$ cat config.mk
export PLATFORM = sky130hd
export DESIGN_NAME = jet_front
export DESIGN_NICKNAME = d
export VERILOG_FILES = /design/src/design/jet_pkg.sv /design/src/design/jet_front.sv
export SDC_FILE = /design/constraint.sdc
export NUM_CORES = 2
export LEC_CHECK = 0
export ABC_AREA = 1
export BUFFER_PORTS_ARGS = -buffer_cell sky130_fd_sc_hd__clkbuf_2
export CAP_MARGIN = 40
export CORE_ASPECT_RATIO = 2
export CORE_MARGIN = 3
export CORE_UTILIZATION = 60
export DETAILED_ROUTE_END_ITERATION = 16
export PLACE_DENSITY_LB_ADDON = 0.05
export SYNTH_ARGS = -nofsm -noshare
export SYNTH_HDL_FRONTEND = slang
export SYNTH_SLANG_ARGS = --single-unit
$ cat constraint.sdc
create_clock -name i_clk -period 5.6 [get_ports i_clk]
set_input_delay 0.56 -clock i_clk [delete_from_list [all_inputs] [get_ports i_clk]]
set_output_delay 0.56 -clock i_clk [all_outputs]
set_load 0.01 [all_outputs]
$ cat src/design/jet_pkg.sv
// Shared constants and types for the Julia escape-time pixel evaluator.
package jet_pkg;

    localparam int MAX_ITER_DEF  = 256;
    localparam int FRAC_BITS_DEF = 26;

    localparam int REG_W     = 30;
    localparam int REG_FRAC  = 26;
    localparam int POS_W     = 16;
    localparam int COUNT_W   = 9;
    localparam int CFG_IDX_W = 2;

    // Half of the normalized range in Q2.14: (pos + 1) / 2 becomes (pos + POS_HALF) / 2^15.
    localparam int POS_HALF  = 16384;
    localparam int POS_SHIFT = 15;

    typedef enum logic [CFG_IDX_W-1:0] {
        CFG_SCALE_RE = 2'd0,
        CFG_SCALE_IM = 2'd1,
        CFG_CONST_RE = 2'd2,
        CFG_CONST_IM = 2'd3
    } t_cfg_idx;

    localparam logic signed [REG_W-1:0] RST_SCALE_RE = 30'sd214748365;
    localparam logic signed [REG_W-1:0] RST_SCALE_IM = 30'sd161061274;
    localparam logic signed [REG_W-1:0] RST_CONST_RE = -30'sd50331648;
    localparam logic signed [REG_W-1:0] RST_CONST_IM = 30'sd0;

    typedef struct packed {
        logic [COUNT_W-1:0] escape_count;
        logic               never_escaped;
    } t_result;

endpackage

$ cat src/design/jet_front.sv
// Front end: accepts a pixel item and maps it to the starting point of the iteration.
module jet_front
    import jet_pkg::*;
#(
    parameter int FRAC_BITS = FRAC_BITS_DEF,
    parameter int W         = FRAC_BITS + 6
) (
    input  logic                   i_clk,
    input  logic                   i_rst_n,
    input  logic                   i_start,
    input  logic [POS_W-1:0]       i_pos_x,
    input  logic [POS_W-1:0]       i_pos_y,
    input  logic signed [W-1:0]    i_span_re,
    input  logic signed [W-1:0]    i_span_im,
    output logic                   o_busy,
    output logic                   o_valid,
    input  logic                   i_ready,
    output logic [2*W-1:0]         o_point
);

    localparam int PW = POS_W + 1;
    localparam int MW = W + PW;

    localparam longint ONE = 64'sd1 <<< FRAC_BITS;
    localparam logic signed [W-1:0] OFF_RE = W'((8 * ONE + 2) / 5);
    localparam logic signed [W-1:0] OFF_IM = W'((6 * ONE + 2) / 5);

    localparam logic signed [W-1:0]   MAXV = {1'b0, {(W-1){1'b1}}};
    localparam logic signed [W-1:0]   MINV = {1'b1, {(W-1){1'b0}}};
    localparam logic signed [2*W-1:0] MAX2 = (2*W)'(MAXV);
    localparam logic signed [2*W-1:0] MIN2 = (2*W)'(MINV);

    typedef enum logic [1:0] {S_IDLE, S_MUL, S_MAP, S_PUSH} t_state;

    t_state r_state;
    logic signed [PW-1:0] r_px, r_py;
    logic signed [MW-1:0] r_prx, r_pry;
    logic signed [W-1:0]  r_zr, r_zi;

    function automatic logic signed [W-1:0] sat_fix(input logic signed [2*W-1:0] v);
        logic signed [W-1:0] r;
        if (v > MAX2)      r = MAXV;
        else if (v < MIN2) r = MINV;
        else               r = v[W-1:0];
        return r;
    endfunction

    // Floor the scaled product back to the working format, then remove the view offset.
    function automatic logic signed [W-1:0] map_coord(input logic signed [MW-1:0] prod,
                                                       input logic signed [W-1:0]  off);
        logic signed [W-1:0] t;
        t = sat_fix((2*W)'(prod >>> POS_SHIFT));
        return sat_fix((2*W)'(t) - (2*W)'(off));
    endfunction

    always_ff @(posedge i_clk) begin
        if (!i_rst_n) begin
            r_state <= S_IDLE;
        end else begin
            unique case (r_state)
                S_IDLE: begin
                    if (i_start) begin
                        r_px    <= PW'($signed(i_pos_x)) + PW'(POS_HALF);
                        r_py    <= PW'($signed(i_pos_y)) + PW'(POS_HALF);
                        r_state <= S_MUL;
                    end
                end
                S_MUL: begin
                    r_prx   <= i_span_re * r_px;
                    r_pry   <= i_span_im * r_py;
                    r_state <= S_MAP;
                end
                S_MAP: begin
                    r_zr    <= map_coord(r_prx, OFF_RE);
                    r_zi    <= map_coord(r_pry, OFF_IM);
                    r_state <= S_PUSH;
                end
                S_PUSH: begin
                    if (i_ready) begin
                        r_state <= S_IDLE;
                    end
                end
                default: r_state <= S_IDLE;
            endcase
        end
    end

    assign o_busy  = (r_state != S_IDLE);
    assign o_valid = (r_state == S_PUSH);
    assign o_point = {r_zr, r_zi};

endmodule

---- Word-level counts from Yosys, hierarchy flattened ----
Cells that the tools add are included.
word-level totals
  register bits after elaboration ......... 198
  bits of input ports ..................... 100
  output and inout port bits .............. 66
  logic and storage cells ................. 45
operators by class
  $add $sub $neg .......................... 4
  multiply operators ...................... 2
  $lt $le $gt $ge ......................... 8
  equal/unequal tests ..................... 5
  mux-type cells .......................... 13
  reduce and logical (&&, ||, !) cells .... 6
operators by type and width
  kind                                                                     number
  32-bit two-way mux                                                       10
  32-bit by 17-bit multiplier with 49-bit output                           2
  34-bit by 32-bit > comparator with 1-bit output (second input constant)  2
  34-bit by 32-bit < comparator with 1-bit output (second input constant)  2
  33-bit by 32-bit > comparator with 1-bit output (second input constant)  2
  33-bit by 32-bit < comparator with 1-bit output (second input constant)  2
  32-bit by 28-bit subtractor with 33-bit output (second input constant)   2
  16-bit by 16-bit adder with 17-bit output (second input constant)        2
  2-bit one-hot mux with 4 select lines                                    1
  2-bit AND reduction                                                      3
  2-bit equality test (second input constant)                              2
  2-bit two-way mux                                                        2
  3-bit AND reduction                                                      1
  2-bit by 1-bit equality test with 1-bit output (second input constant)   1
  2-bit logical NOT                                                        1
  2-bit by 1-bit != test with 1-bit output (second input constant)         1
  2-bit != test (second input constant)                                    1
  2-bit nonzero test                                                       1

---- Depth between registers and ports, before layout ----
  depth after elaboration ................. 8
  depth in mapped cells ................... 30
  depth with buffers taken out ............ 28

---- Least setup slack after synthesis ----
No wires, ideal clock.
  path type ............................... input to register
  start point ............................. input port i_span_im[31]
  end point ............................... register r_pry[48] (data pin)
  library setup time ...................... 0.261 ns
  arrival time ............................ 5.755 ns
  setup slack ............................. -0.416 ns
  stages on the path ...................... 21
  path buffers ............................ 2
  path through ............................ clkbuf_1 clkbuf_1 nand2_1 inv_1 fa_1 fa_1 fa_1 fa_1 fa_1 inv_1 fa_1 inv_1 ha_1 a21oi_1 a21boi_0 nand2_1 nand3_1 nand3_1 a21oi_1 nand2_1 xor2_1
on the way
  word-level cells in the longest chain between the ends .. 1
RTL lines
  element                                         line             RTL
  start: declaration                              jet_front.sv:14  input logic signed [W-1:0] i_span_im,
  32-bit by 17-bit multiplier with 49-bit output  jet_front.sv:70  r_pry <= i_span_im * r_py;
  end signal: assignment                          jet_front.sv:70
  end: declaration                                jet_front.sv:37  logic signed [MW-1:0] r_prx, r_pry;
No other way between the ends.
A chain may end at the register's enable or synchronous reset.

---- Worst setup path after layout ----
  start point ............................. register r_py[5]
  end point ............................... register r_pry[40] (data pin)
on the way
  word-level cells in the longest chain between the ends .. 1
RTL lines
  element                                         line             RTL
  start: declaration                              jet_front.sv:36  logic signed [PW-1:0] r_px, r_py;
  start signal: assignment                        jet_front.sv:64  r_py <= PW'($signed(i_pos_y)) + PW'(POS_HALF);
  32-bit by 17-bit multiplier with 49-bit output  jet_front.sv:70
No other way between the ends.

==> results.py <==
metrics = {
    "logic_synthesis": {
        "yosys.area_share.simple_pct": 18.2,
        "yosysWarningCount": 0,
        "yosys.area_share.adder_pct": 49.7,
        "synth-async-reset-ratio_pct": 0,
        "synth.lib_cells_used.distinct": 44,
        "synth.avg_cell_area_sq_um": 7.89,
        "synth_compound_gate_area_share_pct": 3.68,
        "mappedNetlistNets": 7410,
        "synth.area.mux_share_pct": 0,
        "postSynthCellCount": 6039,
        "seq_area_frac_synth_pct": 10.5,
        "post_synth_design_cell_area_sq_um": 47700,
        "synthesis_stage_register_bit_count": 168,
        "synth_xor_xnor_area_share_pct": 2.08,
        "number_of_enable_type_register_cells_in_the_synthesized_netlist": 166,
        "synth_ff_type": "sky130_fd_sc_hd__edfxtp_1",
        "main_combinational_cell_family_by_area_after_synthesis": "adder cells",
    },
    "sta": {
        "timing.max_slew.rel_slack_pct": 54.0,
        "fmaxAchievable_ghz": 0.160,
        "fin_skew_ns": 0.0249,
        "final.hold.worst_slack_ns": 0.205,
        "grt_setup_unrepaired": "yes",
        "count_of_final_max_slew_check_failures": 0,
        "final_hold_viol_count": 0,
        "post-route-period-util_pct": 112,
        "finalSetupViolCount": 68,
        "worst_pin_slew_ns": 0.688,
        "finalWorstSetupSlack_ns": -0.664,
        "final_period_minus_worst_setup_slack_ns": 6.26,
    },
    "outcome": {
        "violations": "setup timing",
        "result_of_the_run": "finished, violations left",
    },
    "die": {
        "core.rowCount": 145,
        "chipHeight_um": 405,
        "fp.dieArea_sq_um": 83100,
        "die_w_um": 205,
        "starting_density_of_the_core_pct": 60.8,
        "placeableCoreArea_sq_um": 78400,
        "num_io_pins": 166,
    },
    "worst_hold_path": {
        "timing.hold.worst_path_depth": 1,
        "timing.hold.worst.class": "input pin to flop",
    },
    "critical_path": {
        "cpMaxStageDelayCell": "sky130_fd_sc_hd__fa_1",
        "setup.worst_path.end_class": "flop",
        "crit_path_max_incr_delay_ns": 0.52,
        "critical_path_depth": 25,
        "cp_max_fo": 6,
        "worstSetupPathType": "flop to flop",
        "cp-start-kind": "flop",
        "rr_worst_depth": 25,
        "cp_data_required_time_ns": 5.87,
        "cp.arrival_ns": 6.53,
        "worstPathBufferInverterCount": 11,
        "r2r_setup_slack_ns": -0.66,
        "kind_of_cell_adding_the_most_delay_to_the_critical_path": "adder cells",
    },
    "grt": {
        "grt_first_pass_wirelength_um": 254000,
        "gr-usage-met1_pct": 34.1,
        "grt_pass1_vias": 47500,
        "grt_max_degree": 39,
        "antenna_violations_before_repair": 11,
        "grt_overflow_total": 0,
        "grt_busiest_layer": "met2",
        "met3_usage_pct": 10.4,
        "globalRouteTotalUtil_pct": 41.4,
        "groute.layer.met2.usage_pct": 74.3,
    },
    "finish": {
        "layout.core_utilization_pct": 78.4,
        "area_growth_pct": 28.9,
        "final_area_sq_um": 61500,
        "fraction_of_layout_cells_with_a_size_suffix_above_1_pct": 28.4,
        "layout.nets": 8161,
    },
    "route": {
        "detail_route.vias_per_cell": 5.53,
        "routed_wire_length_per_instance_um": 22.2,
        "remaining_drc_errors": 0,
        "totalWireLength_um": 174000,
        "number_of_detailed_routing_iterations_run_before_antenna_repair": 6,
        "drt_iter0_markers": 3022,
        "detailroute.via_count": 43400,
        "final_antenna_net_count": 0,
    },
    "placement": {
        "post_dp_cell_area_sq_um": 54700,
        "io_buffers": 165,
        "routability_congestion": 1.03,
        "place_hpwl_um": 133000,
    },
    "cts": {
        "cts_num_sinks": 168,
        "worst_skew_pair.late_latency_ns": 0.52,
        "cts-root-buf": "sky130_fd_sc_hd__clkbuf_16",
        "clk_path_buf_depth": 2,
        "cts_tree": "built",
        "cts.clk_slew.worst_paths_ns": 0.09,
        "cts_made_buffers": 17,
        "cts_max_level": 4,
    },
    "flow_run": {
        "maxCapViolCount": 0,
    },
}
## Yosys cell counts (all sizes together) (30+ instances only)
library cell,count,area (sq um)
edfxtp,166,4980
xnor2,42,368
ha,231,2890
nor3,30,150
clkbuf,228,856
nand3,128,651
inv,1725,6470
a21oi,143,727
fa,1040,20800
nand2,1708,6450
xor2,71,622
nor2,278,1050
o21ai,82,425
## through the flow
step	std cells	TNS, ns	worst slack [ns]
detailed placement	7646	-36.68	-0.979
finish	7841	-20.72	-0.664
CTS	7753	-9.69	-0.326
global placement	7645	-34.49	-0.984
floorplan	6039	-0.0141	-0.0141
global route	7837	-30.18	-0.852
## layout make-up
cell class	instances	area [sq um]
Antenna cell	9	22.5
Clock buffer	18	429
Clock inverter	14	188
Fill cell	5359	16900
Inverter	1727	6510
Multi-Input combinational cell	3894	39400
Sequential cell	168	5020
Tap cell	1029	1290
Timing Repair Buffer	982	8650
## cell families after synthesis
| kind of cell | Yosys count |
|---|---|
| adders and majority gates | 1271 |
| buffers and inverters | 1977 |
| AOI/OAI and AO/OA | 308 |
| and+or+nand+nor | 2202 |
| DFF | 168 |
| xor gates and xnor gates | 113 |
## per-layer routing
layer / routed length [um] / share of wire [%] / vias to the layer above
li1: - / - / 18700
met1: 46700 / 27 / 21100
met5: 23 / 0.013 / -
met4: 25700 / 15 / 4
met3: 12300 / 7.1 / 1305
met2: 89000 / 51 / 2245
## what timing repair did
action	CTS	global route
resized for setup	689	577
setup endpoints to repair	67	68
buffers inserted	72	85
hold buffers	0	0
pin swaps	184	338
cloned	6	7
## worst paths after layout
kind / start / end
worst max-delay path: r_py[5] / r_pry[40]
worst min-delay path: i_pos_y[7] / r_py[7]
worst max register to register: r_py[5] / r_pry[40]
worst min register to register: r_state[1] / r_state[1]
## flip-flops by register name, indices dropped and copies added, names as in the netlist
register	flops
r_zi	32
r_px	17
r_py	17
r_state	2
r_zr	32
r_pry	34
r_prx	34
## cell usage in the layout (no fill, tap or decap), types with 64 or more instances in the layout
cell type	n
sky130_fd_sc_hd__nor2_1	171
sky130_fd_sc_hd__inv_2	198
sky130_fd_sc_hd__inv_1	1518
sky130_fd_sc_hd__nand2_2	129
sky130_fd_sc_hd__ha_4	72
sky130_fd_sc_hd__fa_2	91
sky130_fd_sc_hd__ha_1	156
sky130_fd_sc_hd__buf_12	79
sky130_fd_sc_hd__edfxtp_1	166
sky130_fd_sc_hd__nand3_1	98
sky130_fd_sc_hd__buf_4	612
sky130_fd_sc_hd__buf_6	101
sky130_fd_sc_hd__clkbuf_2	165
sky130_fd_sc_hd__nand2_1	1511
sky130_fd_sc_hd__nand2_4	64
sky130_fd_sc_hd__fa_1	949
sky130_fd_sc_hd__nor2_4	64
Power is not shown: default switching activity piles up to over one toggle a cycle in this logic, so the estimate is an artifact.
