`src/design/jet_pkg.sv`:
```
// Shared constants and types for the Julia escape-time pixel evaluator.
package jet_pkg;

    localparam int MAX_ITER_DEF  = 256;
    localparam int FRAC_BITS_DEF = 26;

    localparam int REG_W     = 30;
    localparam int REG_FRAC  = 26;
    localparam int POS_W     = 16;
    localparam int COUNT_W   = 9;
    localparam int CFG_IDX_W = 2;

    // Half of the normalized range in Q2.14: (pos + 1) / 2 becomes (pos + POS_HALF) / 2^15.
    localparam int POS_HALF  = 16384;
    localparam int POS_SHIFT = 15;

    typedef enum logic [CFG_IDX_W-1:0] {
        CFG_SCALE_RE = 2'd0,
        CFG_SCALE_IM = 2'd1,
        CFG_CONST_RE = 2'd2,
        CFG_CONST_IM = 2'd3
    } t_cfg_idx;

    localparam logic signed [REG_W-1:0] RST_SCALE_RE = 30'sd214748365;
    localparam logic signed [REG_W-1:0] RST_SCALE_IM = 30'sd161061274;
    localparam logic signed [REG_W-1:0] RST_CONST_RE = -30'sd50331648;
    localparam logic signed [REG_W-1:0] RST_CONST_IM = 30'sd0;

    typedef struct packed {
        logic [COUNT_W-1:0] escape_count;
        logic               never_escaped;
    } t_result;

endpackage

```
`src/design/jet_queue.sv`:
```
// Two-entry queue of starting points between the front end and the iteration engine.
module jet_queue
    import jet_pkg::*;
#(
    parameter int DW = 2 * (FRAC_BITS_DEF + 6)
) (
    input  logic          i_clk,
    input  logic          i_rst_n,
    input  logic          i_valid,
    output logic          o_ready,
    input  logic [DW-1:0] i_data,
    output logic          o_valid,
    input  logic          i_ready,
    output logic [DW-1:0] o_data
);

    logic [DW-1:0] r_mem [2];
    logic          r_wp, r_rp;
    logic [1:0]    r_cnt;
    logic          push, pop;

    assign o_ready = (r_cnt != 2'd2);
    assign o_valid = (r_cnt != 2'd0);
    assign o_data  = r_mem[r_rp];
    assign push    = i_valid && o_ready;
    assign pop     = o_valid && i_ready;

    always_ff @(posedge i_clk) begin
        if (push) begin
            r_mem[r_wp] <= i_data;
        end
    end

    always_ff @(posedge i_clk) begin
        if (!i_rst_n) begin
            r_wp  <= 1'b0;
            r_rp  <= 1'b0;
            r_cnt <= 2'd0;
        end else begin
            if (push) r_wp <= ~r_wp;
            if (pop)  r_rp <= ~r_rp;
            r_cnt <= r_cnt + {1'b0, push} - {1'b0, pop};
        end
    end

endmodule

```
`config.mk`:
```
export PLATFORM = sky130hd
export DESIGN_NAME = jet_queue
export DESIGN_NICKNAME = d
export VERILOG_FILES = /design/src/design/jet_pkg.sv /design/src/design/jet_queue.sv
export SDC_FILE = /design/constraint.sdc
export NUM_CORES = 1
export LEC_CHECK = 0
export ABC_CLOCK_PERIOD_IN_PS = 9100
export BUFFER_PORTS_ARGS = -buffer_cell sky130_fd_sc_hd__clkbuf_2
export CORE_ASPECT_RATIO = 1.2
export CORE_MARGIN = 2
export CORE_UTILIZATION = 44
export CTS_CLUSTER_SIZE = 28
export DETAILED_ROUTE_END_ITERATION = 8
export PLACE_DENSITY = 0.7
export SYNTH_ARGS = -nofsm -noshare
export SYNTH_HDL_FRONTEND = slang
export SYNTH_SLANG_ARGS = --single-unit
```
`constraint.sdc`:
```
create_clock -name i_clk -period 9.1 [get_ports i_clk]
set_input_delay 0.455 -clock i_clk [delete_from_list [all_inputs] [get_ports i_clk]]
set_output_delay 0.455 -clock i_clk [all_outputs]
set_load 0.05 [all_outputs]
```
== Yosys cells after proc, flatten, opt, wreduce, memory -nomap -nowiden ==
Memories as Yosys holds them, arrays and structs flattened. A register that Yosys moved wholly into a read port is not among the register bits.
Index checks and enable logic that the tools add are counted.

* Register bits: 4
* RAM bits: 128
* Input port bits: 68
* Output and inout port bits: 66
* Word-level logic and storage cells: 16
* Memories kept: 1

* $add $sub $neg: 2
* Eq/ne operators: 1
* Mux-type cells: 4
* Bitwise gates (word level): 2
* Reductions and logical operators: 3

{| class="wikitable"
|+ Memories
! name !! words !! bits a word !! rd ports !! clocked after Yosys merged registers in !! write ports !! line !! RTL
|-
| r_mem || 2 || 64 || 1 || 1 || 1 || jet_queue.sv:17 || <nowiki>logic [DW-1:0] r_mem [2];</nowiki>
|}

{| class="wikitable"
|+ Operators by type and width
! operator !! number
|-
| 2-to-1 mux 1 bit || 4
|-
| adder 2 x 1 -> 2 bit || 1
|-
| logical AND 1 bit || 2
|-
| != test 2 bit, second input constant || 1
|-
| NOT 1 bit || 2
|-
| nonzero test 2 bit || 1
|-
| subtractor 2 x 1 -> 2 bit || 1
|}

== Logic depth before layout (Yosys ltp) ==
Gate-level depths: netlist (run 1).

* Word-level depth: 4
* Gate-level depth with buffers: 8
* Gate-level depth less buffers: 8

== Worst setup path after synthesis (run 1) ==
OpenSTA, ideal clock, no wires.

* Path kind: register -> register
* Start: reg r_cnt[0]
* End: mem r_mem[0][0] (netlist bit) (enable)
* Library setup time: 0.487 ns
* Arrival: 3.707 ns
* Required time: 8.613 ns
* Path slack: 4.907 ns
* Cell stages (with the launch flop): 4
* Path buffers: 0
* Period minus slack after synthesis: 4.193 ns
* Cell sequence: dfxtp_1 nand2b_1 nand2_1 nor2_1

* Longest elaborated chain between the ends: 4

{| class="wikitable"
|+ Ends and longest elaborated chain
! what !! line !! RTL
|-
| start, declared || jet_queue.sv:19 || <nowiki>logic [1:0] r_cnt;</nowiki>
|-
| start signal, assigned || jet_queue.sv:42 || <nowiki>r_cnt <= r_cnt + {1'b0, push} - {1'b0, pop};</nowiki>
|-
| != test 2 bit || jet_queue.sv:22 || <nowiki>assign o_ready = (r_cnt != 2'd2);</nowiki>
|-
| via o_ready || jet_queue.sv:10 || <nowiki>output logic o_ready,</nowiki>
|-
| logical AND 1 bit || jet_queue.sv:25 || <nowiki>assign push = i_valid && o_ready;</nowiki>
|-
| 2-to-1 mux 1 bit || jet_queue.sv:29 || <nowiki>if (push) begin</nowiki>
|-
| 2-to-1 mux 1 bit (not written as such) || jet_queue.sv:30 || <nowiki>r_mem[r_wp] <= i_data;</nowiki>
|-
| end, declared || jet_queue.sv:17 ||
|}

The timed path passes the listed nets, and every way through them passes these cells.

==> results of run 1 <==
==> final cells by class <==
| type | instances | area, µm² | share of cell area [%] |
|---|---|---|---|
| clock inverter | 8 | 124 | 1.90 |
| clock buffer | 24 | 472 | 7.24 |
| timing repair buffer | 136 | 688 | 10.6 |
| sequential | 133 | 3950 | 60.6 |
| multi-input combinational | 82 | 1080 | 16.6 |
| inverter | 1 | 3.75 | 0.0576 |
| tap | 157 | 196 | 3.01 |
==> routing by layer <==
| metal | up-vias | share of wire [%] |
|---|---|---|
| met4 | 2 | 1.2 |
| met1 | 1215 | 37 |
| met5 | - | 0.13 |
| met2 | 86 | 54 |
| met3 | 10 | 7.9 |
| li1 | 1174 | - |
==> power breakdown <==
| group | switching [µW] | internal, µW | leakage [µW] |
|---|---|---|---|
| registers | 38.7 | 772 | 0.00124 |
| logic | 475 | 226 | 0.00108 |
| clock network | 229 | 445 | 0.000284 |
| total | 743 | 1440 | 0.00260 |
==> registers in the layout (all words and copies together), names as in the netlist, named ones only <==
register / flops
r_wp: 1
r_mem: 128
r_rp: 1
r_cnt: 2
==> critical path, stage by stage, from the launching register on <==
cell and delay (ps):
dfxtp_4 600, buf_4 670, mux2_2 410, clkbuf_2 240
==> metrics by stage <==
| step | total power (µW) | worst slack, ps | cell area, µm² | hold WS (ps) | cells |
|---|---|---|---|---|---|
| finish | 2190 | 6240 | 6520 | 237 | 541 |
| global route | 2280 | 6120 | 6520 | 218 | 541 |
| CTS | 2220 | 6190 | 6520 | 213 | 541 |
| detailed placement | 1540 | 6640 | 5920 | 525 | 509 |
| global placement | 1520 | 6640 | 5920 | 501 | 509 |
| floorplan | 1430 | 4910 | 5150 | 455 | 223 |
==> cell usage in the layout (no fill, tap or decap) <==
cell,n
o21a_1,1
clkinv_2,2
ha_1,2
clkbuf_8,2
and3_2,1
mux2_4,60
dfxtp_4,1
bufinv_16,3
clkbuf_16,17
clkinvlp_4,2
and2_1,2
inv_1,1
nor2_4,1
edfxtp_1,128
clkinv_4,1
or2_2,1
xnor2_1,3
clkbuf_1,5
clkbuf_2,133
mux2_2,4
nand2b_1,2
dfxtp_1,4
mux2i_1,1
buf_4,3
nor2b_1,2
nand2_1,2
==> kinds of logic (layout without fill, tap and decap cells) <==
family                     after synthesis  after routing  share of synthesized area [%]
DFF                                    133            133                           76.5
muxes                                   65             65                           18.5
and+or+nand+nor                         11             11                           1.19
buffers and inverters                    8            169                           2.62
xor gates and xnor gates                 3              3                          0.510
adders and majority gates                2              2                          0.485
AOI/OAI and AO/OA                        1              1                          0.146
==> final timing paths <==
kind,start,end,slack (ps)
setup / recovery,flip-flop,o_data[2],6240
hold / removal,i_data[10],r_mem[1][10]$_DFFE_PP_,240
setup reg to reg,r_cnt[0]$_SDFF_PN0_,r_mem[0][8]$_DFFE_PP_,6800
hold reg to reg,r_wp$_SDFFE_PN0N_,r_wp$_SDFFE_PN0N_,530
==> results.sh, run 1 <==
export IMPL_dr_pass1_iters=4
export IMPL_clock_sinks=133
export IMPL_ys_async_sr_fraction_pct=0
export IMPL_grtUsageTotal_pct=13.9
export IMPL_final_antenna_net_count=0
export IMPL_num_rows=43
export IMPL_required_ps=8650
export IMPL_met2_usage_pct=23.7
export IMPL_ios=134
export IMPL_drive_above_1_share_pct=60.2
export IMPL_syn_area_mm2=0.00515
export IMPL_skew_ps=10.5
export IMPL_cts_hold_buffers=0
export IMPL_cts_resized_gates=0
export IMPL_syn_avg_cell_area_um2=23.1
export IMPL_die_width_um=103
export IMPL_root_buffer="clkbuf_16"
export IMPL_die_y_um=123
export IMPL_status="finished clean"
export IMPL_synth_top_area_cell="edfxtp_1"
export IMPL_dp_hpwl_um=5580
export IMPL_slew_violations=0
export IMPL_pwr_density_cell_mw_per_mm2=335
export IMPL_grt_pass1_wl_um=12400
export IMPL_initial_core_util_pct=44.8
export IMPL_area_growth_pct=26.4
export IMPL_post_drt_via_cell_ratio=4.60
export IMPL_period_minus_slack_ps=2860
export IMPL_fin_tns_setup_ps=0
export IMPL_fin_nets=441
export IMPL_first_global_vias=2594
export IMPL_gr_usage_met3_pct=6.89
export IMPL_ys_warn_count=0
export IMPL_clock_path_buffers=2
export IMPL_finalSetupViolations=0
export IMPL_ys_flop_type="edfxtp_1"
export IMPL_clkSlewWorstSetupHoldPaths_ps=60
export IMPL_cts_buffers=17
export IMPL_syn_nets=293
export IMPL_crit_type="flip-flop to output pin"
export IMPL_netlist_top_cells_area="edfxtp_1 (75%), mux2_4 (17%), buf_12 (2.3%)"
export IMPL_yosysMostFrequentCell="edfxtp_1"
export IMPL_crit_fanout=43
export IMPL_vias=2487
export IMPL_globalRouteOverflowTotal=0
export IMPL_synthTopCellsByCount="edfxtp_1 (128), mux2_4 (60), buf_12 (6)"
export IMPL_yosysTopAreaCellShare_pct=74.6
export IMPL_worstSetupStartpointType="flip-flop"
export IMPL_min_path_type="input port to flip-flop"
export IMPL_htreeDepth=4
export IMPL_drv_cap=0
export IMPL_drt_iter0_markers=97
export IMPL_worst_slew_pin_slew_ps=784
export IMPL_synth_seq_area_share_pct=76.5
export IMPL_peakVddDrop_mv=0.135
export IMPL_r2r_cells=4
export IMPL_fmax_mhz=350
export IMPL_totalWireLength_um=8400
export IMPL_hold_depth=1
export IMPL_syn_inst=223
export IMPL_insertedDiodeCount=0
export IMPL_post_route_drc_count=0
export IMPL_post_cts_setup_buffers=0
export IMPL_place_port_buffers=133
export IMPL_rsz0062_at_grt="no"
export IMPL_top_usage_layer="met2"
export IMPL_worstPathArrival_ps=2400
export IMPL_ys_types=18
export IMPL_fin_crit_sh_pct=31.4
export IMPL_hold_viol=0
export IMPL_p_leak_uw=0.00260
export IMPL_ys_ff_latch=133
export IMPL_crit_path_end_kind="output pin"
export IMPL_gp_congestion=0.663
export IMPL_antenna_found_initial=2
export IMPL_utilization_pct=56.6
export IMPL_nFillCells=926
export IMPL_clk_latency_ps=410
export IMPL_wl_per_cell_um=15.5
export IMPL_relSlewSlack_pct=47.7
export IMPL_grt_max_degree=44
export IMPL_synth_edf_count=128
export IMPL_grt_use_met1_pct=14.1
export IMPL_core_mm2=0.0115
export IMPL_dieArea_mm2=0.0126
export IMPL_tritoncts="built"
Note: power is estimated with default switching activity, not from simulation.
==> inputs of run 2 (changes only) <==
--- a/config.mk
+++ b/config.mk
@@ -5,14 +5,15 @@
 export SDC_FILE = /design/constraint.sdc
 export NUM_CORES = 1
 export LEC_CHECK = 0
-export ABC_CLOCK_PERIOD_IN_PS = 9100
+export ABC_AREA = 1
+export ABC_CLOCK_PERIOD_IN_PS = 2560
 export BUFFER_PORTS_ARGS = -buffer_cell sky130_fd_sc_hd__clkbuf_2
 export CORE_ASPECT_RATIO = 1.2
 export CORE_MARGIN = 2
 export CORE_UTILIZATION = 44
 export CTS_CLUSTER_SIZE = 28
 export DETAILED_ROUTE_END_ITERATION = 8
-export PLACE_DENSITY = 0.7
+export PLACE_DENSITY = 0.73
 export SYNTH_ARGS = -nofsm -noshare
 export SYNTH_HDL_FRONTEND = slang
 export SYNTH_SLANG_ARGS = --single-unit
==> constraint.sdc (replaced) <==
create_clock -name i_clk -period 2.56 [get_ports i_clk]
set_input_delay 0.128 -clock i_clk [delete_from_list [all_inputs] [get_ports i_clk]]
set_output_delay 0.128 -clock i_clk [all_outputs]
set_load 0.05 [all_outputs]
==> run 2 against run 1 <==
  * Global-route usage up 1.6 points
  * Final cell count up 14%
  * Die area up 0.12%
  * Sequential share of layout area down 5.5 points
  * Clock skew down 1.9 ps
  * Sequential power rose to 3.6 times the previous value
  * Synthesized area up 0.12%
  * Via count up 14%
  * Core utilization up 5.6 points
==> results.sh, run 2 <==
export IMPL_status="finished clean"
export IMPL_final_antenna_net_count=0
export IMPL_ys_async_sr_fraction_pct=0
export IMPL_drt_iter0_markers=97
export IMPL_p_leak_uw=0.00288
export IMPL_htreeDepth=4
export IMPL_grt_max_degree=65
export IMPL_ff2ff_setup_slack_ps=960
export IMPL_gp_congestion=0.704
export IMPL_die_width_um=103
export IMPL_skew_ps=8.66
export IMPL_crit_path_end_kind="output pin"
export IMPL_synth_edf_count=128
export IMPL_syn_inst=235
export IMPL_die_y_um=123
export IMPL_num_rows=43
export IMPL_r2r_start="r_cnt[0]$_SDFF_PN0_"
export IMPL_post_drt_via_cell_ratio=4.58
export IMPL_netlist_top_cells_area="edfxtp_1 (74%), mux2_4 (17%), buf_12 (2.3%)"
export IMPL_relSlewSlack_pct=66.6
export IMPL_syn_avg_cell_area_um2=22.0
export IMPL_place_port_buffers=133
export IMPL_crit_type="flip-flop to output pin"
export IMPL_cts_buffers=17
export IMPL_worstSetupStartpointType="flip-flop"
export IMPL_r2r_end="r_cnt[1]$_SDFF_PN0_"
export IMPL_crit_fanout=26
export IMPL_post_route_drc_count=0
export IMPL_worstPathArrival_ps=1950
export IMPL_dp_hpwl_um=5440
export IMPL_yosysTopAreaCellShare_pct=74.5
export IMPL_ys_flop_type="edfxtp_1"
export IMPL_drv_cap=0
export IMPL_design_area_mm2=0.00716
export IMPL_grt_pass1_wl_um=14200
export IMPL_finalSetupViolations=0
export IMPL_placed_cell_area_mm2=0.00599
export IMPL_cpMaxStageDelayCell="dfxtp_4"
export IMPL_ios=134
export IMPL_insertedDiodeCount=0
export IMPL_layout_cells_most_common="clkbuf_2"
export IMPL_ys_warn_count=0
export IMPL_slowest_delay_ps=670
export IMPL_post_cts_setup_buffers=0
export IMPL_area_growth_pct=38.8
export IMPL_globalRouteOverflowTotal=0
export IMPL_fin_crit_sh_pct=81.0
export IMPL_peakVddDrop_mv=0.711
export IMPL_drive_above_1_share_pct=49.7
export IMPL_ys_ff_latch=133
export IMPL_crit_chain="buf_12 -> mux2_2 -> clkbuf_2"
export IMPL_r2r_cells=10
export IMPL_cts_resized_gates=0
export IMPL_worst_slew_pin_slew_ps=501
export IMPL_pwr_density_cell_mw_per_mm2=1070
export IMPL_first_global_vias=3008
export IMPL_setup_worst_path_end="o_data[0]"
export IMPL_clock_path_buffers=2
export IMPL_fmax_mhz=482
export IMPL_slew_violations=0
export IMPL_dieArea_mm2=0.0126
export IMPL_worst_slack_ps=485
export IMPL_syn_nets=305
export IMPL_path_buf_inv=2
export IMPL_utilization_pct=62.2
export IMPL_mostFrequentLayoutCells="clkbuf_2 (133), edfxtp_1 (128), dlygate4sd3_1 (65), mux2_4 (60), clkbuf_16 (17)"
export IMPL_initial_core_util_pct=44.8
export IMPL_clk_latency_ps=410
export IMPL_wl_per_cell_um=15.2
export IMPL_root_buffer="clkbuf_16"
export IMPL_synth_top_area_cell="edfxtp_1"
export IMPL_fin_nets=519
export IMPL_clkSlewWorstSetupHoldPaths_ps=60
export IMPL_antenna_found_initial=0
export IMPL_yosysMostFrequentCell="edfxtp_1"
export IMPL_grtUsageTotal_pct=15.5
export IMPL_totalWireLength_um=9410
export IMPL_whs_ps=58.0
export IMPL_ys_types=12
export IMPL_top_register="r_mem"
export IMPL_place_ws_ps=897
export IMPL_synth_seq_area_share_pct=76.4
export IMPL_vias=2831
export IMPL_largest_register_ffs=128
export IMPL_fin_tns_setup_ps=0
export IMPL_top_regs="r_mem x128, r_cnt x2"
export IMPL_tritoncts="built"
export IMPL_worst_path_stages=3
export IMPL_period_minus_slack_ps=2070
export IMPL_core_mm2=0.0115
export IMPL_hold_viol=0
export IMPL_synthTopCellsByCount="edfxtp_1 (128), mux2_4 (60), nand2_1 (9)"
export IMPL_dr_pass1_iters=4
export IMPL_syn_area_mm2=0.00516
export IMPL_rsz0062_at_grt="no"
export IMPL_clock_sinks=133
export IMPL_crit_family="flip-flops"
export IMPL_min_path_type="input port to flip-flop"
export IMPL_required_ps=2430
[run 2: metrics by stage]
| stage | std cells | total power (µW) |
|---|---|---|
| global route | 618 | 7970 |
| finish | 618 | 7640 |
| floorplan | 235 | 5050 |
| detailed placement | 522 | 5490 |
| global placement | 522 | 5450 |
| CTS | 618 | 7720 |
[run 2: final cells by class]
cell class / instances / area, µm²
fill: 853 / 4350
sequential: 133 / 3950
timing repair buffer: 202 / 1400
multi-input combinational: 88 / 1070
clock buffer: 20 / 437
tap: 157 / 196
clock inverter: 11 / 87.6
inverter: 7 / 30.0
[run 2: repair_timing]
| action | CTS | global route |
|---|---|---|
| setup endpoints to repair | 0 | 0 |
| endpoints found under the hold margin | 131 | 0 |
| hold buffers | 65 | 0 |
[run 2: worst min-delay path by stage]
stage	slack, ps	startpoint	end	cells after the start
floorplan	220	i_rst_n	r_cnt[0]$_SDFF_PN0_	2
global placement	320	i_data[20]	r_mem[0][20]$_DFFE_PP_	1
detailed placement	320	i_data[63]	r_mem[0][63]$_DFFE_PP_	1
CTS	30	i_valid	r_wp$_SDFFE_PN0N_	3
global route	60	i_valid	r_wp$_SDFFE_PN0N_	3
finish	60	i_valid	r_wp$_SDFFE_PN0N_	3
[run 2: power by group]
part / total [µW] / switching (µW) / internal [µW]
Sequential: 2910 / 150 / 2760
Combinational: 2600 / 1730 / 872
Clock: 2130 / 821 / 1310
[run 2: tightest hold or removal path, stage by stage]
cell      delay [ps]
clkbuf_2         110
a21oi_1           70
nor2_1           110
[run 2: logic make-up after synthesis]
family,count (synthesis),share of synthesized area (%)
compound gates,2,0.194
fa+ha+maj,2,0.485
buf+inv,14,3.05
flops,133,76.4
mux,64,18.3
simple gates,20,1.53
[run 2: metal layers]
metal | global-route usage (%) | up-vias | wire (µm)
met3 | 5.52 | 12 | 454
met1 | 17.1 | 1385 | 3850
li1 | - | 1340 | -
met4 | 6.33 | 0 | 128
met2 | 26.9 | 94 | 4980
met5 | 0 | - | 0
